**src/sv/sequential_list_engine_top_defines.svh**
```systemverilog
// ----------------------------------------------------------------------------
// Sequential list engine assertion macros
// Concurrent assertion helpers for the list engine datapath.
// ----------------------------------------------------------------------------
`ifndef SEQUENTIAL_LIST_ENGINE_TOP_DEFINES_SVH
`define SEQUENTIAL_LIST_ENGINE_TOP_DEFINES_SVH

// Same-cycle implication, disabled while reset is asserted.
`define SLE_ASSERT(label, clk, rst_n, ante, cons) \
  label: assert property (@(posedge clk) disable iff (!rst_n) (ante) |-> (cons)) \
    else $error("sequential list engine check failed");

// Next-cycle implication, disabled while reset is asserted.
`define SLE_ASSERT_NEXT(label, clk, rst_n, ante, cons) \
  label: assert property (@(posedge clk) disable iff (!rst_n) (ante) |=> (cons)) \
    else $error("sequential list engine check failed");

`endif

```
**src/sv/sle_pkg.sv**
```systemverilog
// ----------------------------------------------------------------------------
// Sequential list engine package
// Field widths, request kinds, controller states, counter operations and the
// command and status bundles that join the controller to the datapath.
// ----------------------------------------------------------------------------
package sle_pkg;

  // Field widths of one word on either stream.
  localparam int unsigned KIND_W      = 3;
  localparam int unsigned POS_W       = 9;
  localparam int unsigned VAL_W       = 32;
  localparam int unsigned IN_TDATA_W  = 48;
  localparam int unsigned OUT_TDATA_W = 56;
  localparam int unsigned OUT_PAD_W   = OUT_TDATA_W - (2 * POS_W + VAL_W);
  localparam int unsigned IN_PAD_W    = IN_TDATA_W - (POS_W + VAL_W);

  // Request kinds.
  localparam logic [KIND_W-1:0] KIND_INSERT = 3'd0;
  localparam logic [KIND_W-1:0] KIND_DELETE = 3'd1;
  localparam logic [KIND_W-1:0] KIND_GET    = 3'd2;
  localparam logic [KIND_W-1:0] KIND_LOCATE = 3'd3;
  localparam logic [KIND_W-1:0] KIND_PRIOR  = 3'd4;
  localparam logic [KIND_W-1:0] KIND_NEXT   = 3'd5;
  localparam logic [KIND_W-1:0] KIND_CLEAR  = 3'd6;

  // Controller states.
  typedef enum logic [3:0] {
    S_IDLE,
    S_DISPATCH,
    S_INS_SHIFT,
    S_INS_DRAIN,
    S_INS_WR,
    S_DEL_RD,
    S_DEL_TAKE,
    S_DEL_SHIFT,
    S_DEL_END,
    S_READ,
    S_TAKE,
    S_SCAN,
    S_FOUND,
    S_FIN
  } state_e;

  // Index counter operations.
  typedef enum logic [2:0] {
    IDX_HOLD,
    IDX_CNT_M1,
    IDX_POS_M1,
    IDX_ZERO,
    IDX_INC,
    IDX_DEC,
    IDX_RA_M1,
    IDX_RA_P1
  } idx_op_e;

  // Length counter operations.
  typedef enum logic [1:0] {
    CNT_HOLD,
    CNT_INC,
    CNT_DEC,
    CNT_CLEAR
  } cnt_op_e;

  // Commands from the controller to the datapath.
  typedef struct packed {
    logic    load;       // latch a new request word
    logic    rd_en;      // read the entry at the index counter
    logic    mv_en;      // write the read entry to its neighbor next cycle
    logic    mv_up;      // neighbor is above (insert) or below (delete)
    logic    wr_val;     // write the request value at position - 1
    idx_op_e idx_op;
    cnt_op_e cnt_op;
    logic    set_ok;
    logic    take_rval;  // result value from the read entry
    logic    take_fpos;  // found position from the read address
    logic    out_load;   // move the result into the output register
  } ctl_t;

  // Status from the datapath to the controller.
  typedef struct packed {
    logic [KIND_W-1:0] kind;
    logic ins_ok;         // insert position in range and list not full
    logic pos_ok;         // position within 1..length
    logic append;         // insert position is length + 1
    logic cnt_zero;
    logic idx_at_pos;     // index equals position - 1
    logic idx_last;       // index equals length - 1
    logic idx_at_cnt;     // index equals length
    logic scan_hit;       // entry read last cycle equals the request value
    logic scan_miss_end;  // last entry read and compared without a match
    logic ra_first;       // read address is the first entry
    logic ra_last;        // read address is the last entry
    logic out_free;       // output register can take a result this cycle
  } sts_t;

endpackage

```
**src/sv/sle_ctrl.sv**
```systemverilog
// ----------------------------------------------------------------------------
// Sequential list engine controller
// State machine that sequences each request over the datapath: shifts for
// insert and delete, a linear scan for locate, prior and next.
// ----------------------------------------------------------------------------
module sle_ctrl (
  input  logic          clk_i,
  input  logic          rst_ni,
  input  logic          in_valid_i,
  output logic          in_ready_o,
  input  sle_pkg::sts_t sts_i,
  output sle_pkg::ctl_t ctl_o
);
  import sle_pkg::*;

  state_e state_q, state_d;

  // State register.
  always_ff @(posedge clk_i or negedge rst_ni) begin
    if (!rst_ni) begin
      state_q <= S_IDLE;
    end else begin
      state_q <= state_d;
    end
  end

  // Next state and commands.
  always_comb begin
    state_d          = state_q;
    in_ready_o       = 1'b0;
    ctl_o.load       = 1'b0;
    ctl_o.rd_en      = 1'b0;
    ctl_o.mv_en      = 1'b0;
    ctl_o.mv_up      = 1'b0;
    ctl_o.wr_val     = 1'b0;
    ctl_o.idx_op     = IDX_HOLD;
    ctl_o.cnt_op     = CNT_HOLD;
    ctl_o.set_ok     = 1'b0;
    ctl_o.take_rval  = 1'b0;
    ctl_o.take_fpos  = 1'b0;
    ctl_o.out_load   = 1'b0;

    case (state_q)
      S_IDLE: begin
        in_ready_o = 1'b1;
        if (in_valid_i) begin
          ctl_o.load = 1'b1;
          state_d    = S_DISPATCH;
        end
      end

      // Check the request and start the matching sequence.
      S_DISPATCH: begin
        state_d = S_FIN;
        case (sts_i.kind)
          KIND_INSERT: begin
            if (sts_i.ins_ok) begin
              if (sts_i.append) begin
                state_d = S_INS_WR;
              end else begin
                ctl_o.idx_op = IDX_CNT_M1;
                state_d      = S_INS_SHIFT;
              end
            end
          end
          KIND_DELETE: begin
            if (sts_i.pos_ok) begin
              ctl_o.idx_op = IDX_POS_M1;
              state_d      = S_DEL_RD;
            end
          end
          KIND_GET: begin
            if (sts_i.pos_ok) begin
              ctl_o.idx_op = IDX_POS_M1;
              state_d      = S_READ;
            end
          end
          KIND_LOCATE, KIND_PRIOR, KIND_NEXT: begin
            if (!sts_i.cnt_zero) begin
              ctl_o.idx_op = IDX_ZERO;
              state_d      = S_SCAN;
            end
          end
          KIND_CLEAR: begin
            ctl_o.cnt_op = CNT_CLEAR;
            ctl_o.set_ok = 1'b1;
          end
          default: begin
            state_d = S_FIN;
          end
        endcase
      end

      // Move entries up one place, from the last down to the insert position.
      S_INS_SHIFT: begin
        ctl_o.rd_en = 1'b1;
        ctl_o.mv_en = 1'b1;
        ctl_o.mv_up = 1'b1;
        if (sts_i.idx_at_pos) begin
          state_d = S_INS_DRAIN;
        end else begin
          ctl_o.idx_op = IDX_DEC;
        end
      end

      // The final move writes back in this cycle.
      S_INS_DRAIN: begin
        state_d = S_INS_WR;
      end

      S_INS_WR: begin
        ctl_o.wr_val = 1'b1;
        ctl_o.cnt_op = CNT_INC;
        ctl_o.set_ok = 1'b1;
        state_d      = S_FIN;
      end

      // Read the word being removed.
      S_DEL_RD: begin
        ctl_o.rd_en  = 1'b1;
        ctl_o.idx_op = IDX_INC;
        state_d      = S_DEL_TAKE;
      end

      S_DEL_TAKE: begin
        ctl_o.take_rval = 1'b1;
        ctl_o.set_ok    = 1'b1;
        if (sts_i.idx_at_cnt) begin
          state_d = S_DEL_END;
        end else begin
          state_d = S_DEL_SHIFT;
        end
      end

      // Move entries down one place, from the delete position to the end.
      S_DEL_SHIFT: begin
        ctl_o.rd_en = 1'b1;
        ctl_o.mv_en = 1'b1;
        if (sts_i.idx_last) begin
          state_d = S_DEL_END;
        end else begin
          ctl_o.idx_op = IDX_INC;
        end
      end

      S_DEL_END: begin
        ctl_o.cnt_op = CNT_DEC;
        state_d      = S_FIN;
      end

      // Single read for get, prior and next.
      S_READ: begin
        ctl_o.rd_en = 1'b1;
        state_d     = S_TAKE;
      end

      S_TAKE: begin
        ctl_o.take_rval = 1'b1;
        ctl_o.set_ok    = 1'b1;
        state_d         = S_FIN;
      end

      // Read one entry a cycle and compare the entry read the cycle before.
      S_SCAN: begin
        if (sts_i.scan_hit) begin
          state_d = S_FOUND;
        end else if (sts_i.scan_miss_end) begin
          state_d = S_FIN;
        end else if (!sts_i.idx_at_cnt) begin
          ctl_o.rd_en  = 1'b1;
          ctl_o.idx_op = IDX_INC;
        end
      end

      S_FOUND: begin
        state_d = S_FIN;
        case (sts_i.kind)
          KIND_LOCATE: begin
            ctl_o.take_fpos = 1'b1;
            ctl_o.set_ok    = 1'b1;
          end
          KIND_PRIOR: begin
            if (!sts_i.ra_first) begin
              ctl_o.idx_op = IDX_RA_M1;
              state_d      = S_READ;
            end
          end
          KIND_NEXT: begin
            if (!sts_i.ra_last) begin
              ctl_o.idx_op = IDX_RA_P1;
              state_d      = S_READ;
            end
          end
          default: begin
            state_d = S_FIN;
          end
        endcase
      end

      // Hand the result to the output register once it is free.
      S_FIN: begin
        if (sts_i.out_free) begin
          ctl_o.out_load = 1'b1;
          state_d        = S_IDLE;
        end
      end

      default: begin
        state_d = S_IDLE;
      end
    endcase
  end

endmodule

```
**config.mk**
```make
export PLATFORM = sky130hd
export DESIGN_NAME = sle_ctrl
export DESIGN_NICKNAME = d
export VERILOG_FILES = /design/src/sv/sequential_list_engine_top_defines.svh /design/src/sv/sle_pkg.sv /design/src/sv/sle_ctrl.sv
export SDC_FILE = /design/constraint.sdc
export NUM_CORES = 1
export LEC_CHECK = 0
export BUFFER_PORTS_ARGS = -buffer_cell sky130_fd_sc_hd__buf_4
export CELL_PAD_IN_SITES_DETAIL_PLACEMENT = 1
export CELL_PAD_IN_SITES_GLOBAL_PLACEMENT = 1
export CORE_MARGIN = 2
export CORE_UTILIZATION = 35
export DETAILED_ROUTE_END_ITERATION = 8
export PLACE_DENSITY_LB_ADDON = 0.2
export SETUP_SLACK_MARGIN = 0.15
export SYNTH_ARGS = -nofsm -noshare
export SYNTH_HDL_FRONTEND = slang
export SYNTH_SLANG_ARGS = --single-unit
```
**constraint.sdc**
```tcl
create_clock -name clk_i -period 2.3 [get_ports clk_i]
set_input_delay 0.345 -clock clk_i [delete_from_list [all_inputs] [get_ports clk_i]]
set_output_delay 0.345 -clock clk_i [all_outputs]
set_load 0.02 [all_outputs]
```
==> impl_metrics.py <==
metrics = {
    "yosys": {
        "syn_area_sq_um": 782,
        "avgSynthCellArea_sq_um": 7.52,
        "synthesis.nets": 122,
        "async_reset_ff_frac": 1.00,
        "synth_edf_count": 0,
        "synth_seq_cells": 4,
        "yosys_warnings": 0,
        "synth_cell_type_count": 41,
        "synth_ff_type": "dfrtp_1",
        "synth_seq_area_share": 0.128,
        "synth_cells": 104,
    },
    "critical_path": {
        "worst-setup-path-type": "reg2out",
        "arrival_ns": 1.76,
        "slowest_stage": "dfrtp_2",
        "worstReg2RegStart": "state_q[3]$_DFFE_PN0P_",
        "critPathMaxStageDelay_ns": 0.46,
        "cp_data_required_time_ns": 1.96,
        "setup.worst_path.start_class": "flop",
        "crit_path_frequent_cell": "or3_1",
        "critPathTopFamily": "simple AND/OR/NAND/NOR gates",
        "path_cells": "nor2_2, nand2_1, or3_1, nand2b_1, or3_1, buf_4",
        "critPathLaunch": "state_q[3]$_DFFE_PN0P_",
        "crit_fanout": 9,
        "worstSetupEndpointType": "output port",
        "worstPathBufferInverterCount": 1,
    },
    "global_routing": {
        "grt_pass1_wl_microns": 4050,
        "use_met1": 0.246,
        "grt_max_degree": 20,
        "antenna_found_initial": 0,
        "grt-busiest-layer": "met2",
        "grt_overflow": 0,
        "gr-usage-met3": 0.0351,
        "track_usage": 0.207,
        "gr-usage-met2": 0.368,
        "grt_pass1_vias": 849,
    },
    "sta": {
        "slew_headroom": 0.658,
        "max_freq_mhz": 474,
        "post-route-min-period_ns": 2.11,
        "finalSetupViolCount": 0,
        "finalSetupTns_ns": 0,
        "rsz0062_at_grt": "true",
        "holdWs_ns": 0.441,
        "finalClockSkew_ns": 0.00612,
        "layout_worst_path_cycle_share": 0.917,
        "final_max_slew_viol_count": 0,
        "finalHoldViolCount": 0,
        "worst_pin_slew_ns": 0.500,
    },
    "die": {
        "rows": 17,
        "fp.coreArea_sq_um": 2170,
        "die_h_microns": 51.3,
        "die-area_sq_um": 2630,
        "io_pins": 33,
        "fp.dieW_microns": 51.3,
        "start_util": 0.360,
    },
    "pwr": {
        "power.density_nw_per_um2": 1170,
        "total_power_w": 0.00134,
        "leakage_nw": 0.520,
        "max-vdd-ir-drop_mv": 0.504,
    },
    "clock_tree": {
        "clockBufferDepth": 2,
        "cts_tree": "done",
        "clock_sinks": 4,
        "root_buffer": "clkbuf_4",
        "cts_buffers": 3,
        "clock_latency_ns": 0.25,
        "clkTransAtPathRegs_ns": 0.04,
        "cts_max_level": 1,
    },
    "place": {
        "placed_cells": 160,
        "io_buffers": 32,
        "dp_hpwl_microns": 1980,
        "gp_congestion": 0.764,
        "placed_cell_area_sq_um": 1020,
    },
    "routing": {
        "routed_via_density": 5.58,
        "drtIter0Drc": 10,
        "wl_per_cell_microns": 16.5,
        "firstDrtPassIters": 4,
        "ant_nets": 0,
        "post-route-drc-count": 0,
        "wl_microns": 2800,
        "vias": 948,
    },
    "layout": {
        "nets": 162,
        "synthToLayoutAreaGrowth_pct": 46.1,
        "layout-drive-gt1-share": 0.437,
        "largest_reg_flops": 4,
        "stdcell_count": 170,
        "regMostFlops": "state_q",
        "top_regs": "state_q (4)",
        "final_area_sq_um": 1140,
        "n_antenna_cell": 0,
    },
    "min_path": {
        "hp-class": "in2async",
    },
    "job": {
        "max_cap_violations": 0,
    },
    "status": {
        "status": "finished, final reports clean",
    },
}
[cell usage in the layout, fill, tap and decap left out, drive strengths merged, types with 3 or more instances in the layout]
master,netlist,layout
mux2i,3,3
a211oi,4,4
o221ai,3,3
nand2,8,8
nor2b,5,5
nor3,5,5
a21oi,6,6
inv,3,3
buf,8,42
dfrtp,4,4
nor2,7,7
mux2,3,3
nand2b,9,9
o21ai,7,7
clkbuf,1,3
[cell usage after synthesis (2+ instances only)]
library cell / instances / share of area
a211oi_1: 3 / 0.029
a21boi_0: 2 / 0.019
a21oi_1: 6 / 0.038
and2_1: 2 / 0.016
buf_2: 2 / 0.013
buf_4: 3 / 0.029
buf_6: 3 / 0.043
dfrtp_1: 4 / 0.13
inv_1: 3 / 0.014
mux2_4: 3 / 0.058
mux2i_1: 3 / 0.038
nand2_1: 8 / 0.038
nand2b_1: 9 / 0.072
nand3_1: 2 / 0.013
nor2_1: 7 / 0.034
nor2b_1: 5 / 0.040
nor3_1: 5 / 0.032
nor4bb_1: 2 / 0.026
o21ai_0: 6 / 0.038
o221ai_1: 3 / 0.034
o31ai_1: 2 / 0.019
or3_1: 2 / 0.016
[kinds of logic after synthesis]
logic type / synth area share
flip-flops: 0.128
buffers and inverters: 0.104
multiplexers: 0.0960
AND/OR/NAND/NOR: 0.371
AO/OA/AOI/OAI: 0.301
[path summary, 6_finish.rpt]
check | to | slack, ns | cells past startpoint
setup / recovery | ctl_o[3] | 0.19 | 6
max in group asynchronous | state_q[2]$_DFFE_PN0P_ | 1.74 | 2
hold reg to reg | state_q[2]$_DFFE_PN0P_ | 0.63 | 1
min in group clk_i | state_q[3]$_DFFE_PN0P_ | 0.52 | 3
setup reg to reg | state_q[2]$_DFFE_PN0P_ | 0.43 | 5
hold / removal | state_q[1]$_DFFE_PN0P_ | 0.44 | 2
[what timing repair did]
action	in CTS	in global routing
resized for setup	4	7
buffers inserted	0	6
hold buffers	1	0
endpoints found under the hold margin	4	0
endpoints found under the setup margin	3	5
[per-layer routing]
| layer | up-vias | part of all wire | routed length [microns] |
|---|---|---|---|
| met2 | 25 | 0.52 | 1460 |
| li1 | 460 | - | - |
| met3 | 4 | 0.041 | 114 |
| met1 | 459 | 0.42 | 1190 |
| met4 | 0 | 0.014 | 40 |
| met5 | - | 0 | 0 |
[through the flow]
| step | util | worst slack (ns) |
|---|---|---|
| 5_1_grt | 0.527 | 0.115 |
| 2_1_floorplan | - | 0.208 |
| 3_3_place_gp | 0.472 | 0.345 |
| 6_report | 0.527 | 0.191 |
| 3_5_place_dp | 0.472 | 0.316 |
| 4_1_cts | 0.491 | 0.154 |
[layout make-up]
type	instances	area, sq um
timing repair buffer	44	338
clock buffer	3	22.5
multi-input combinational	88	632
sequential	4	104
tap	28	35.0
inverter	3	11.3
fill	282	1030
[power breakdown]
part           switching, W  internal (W)
clock network     0.0000328     0.0000586
registers         0.0000692      0.000114
logic              0.000544      0.000522
total              0.000646      0.000696
Note: power is estimated with default switching activity, not from simulation.
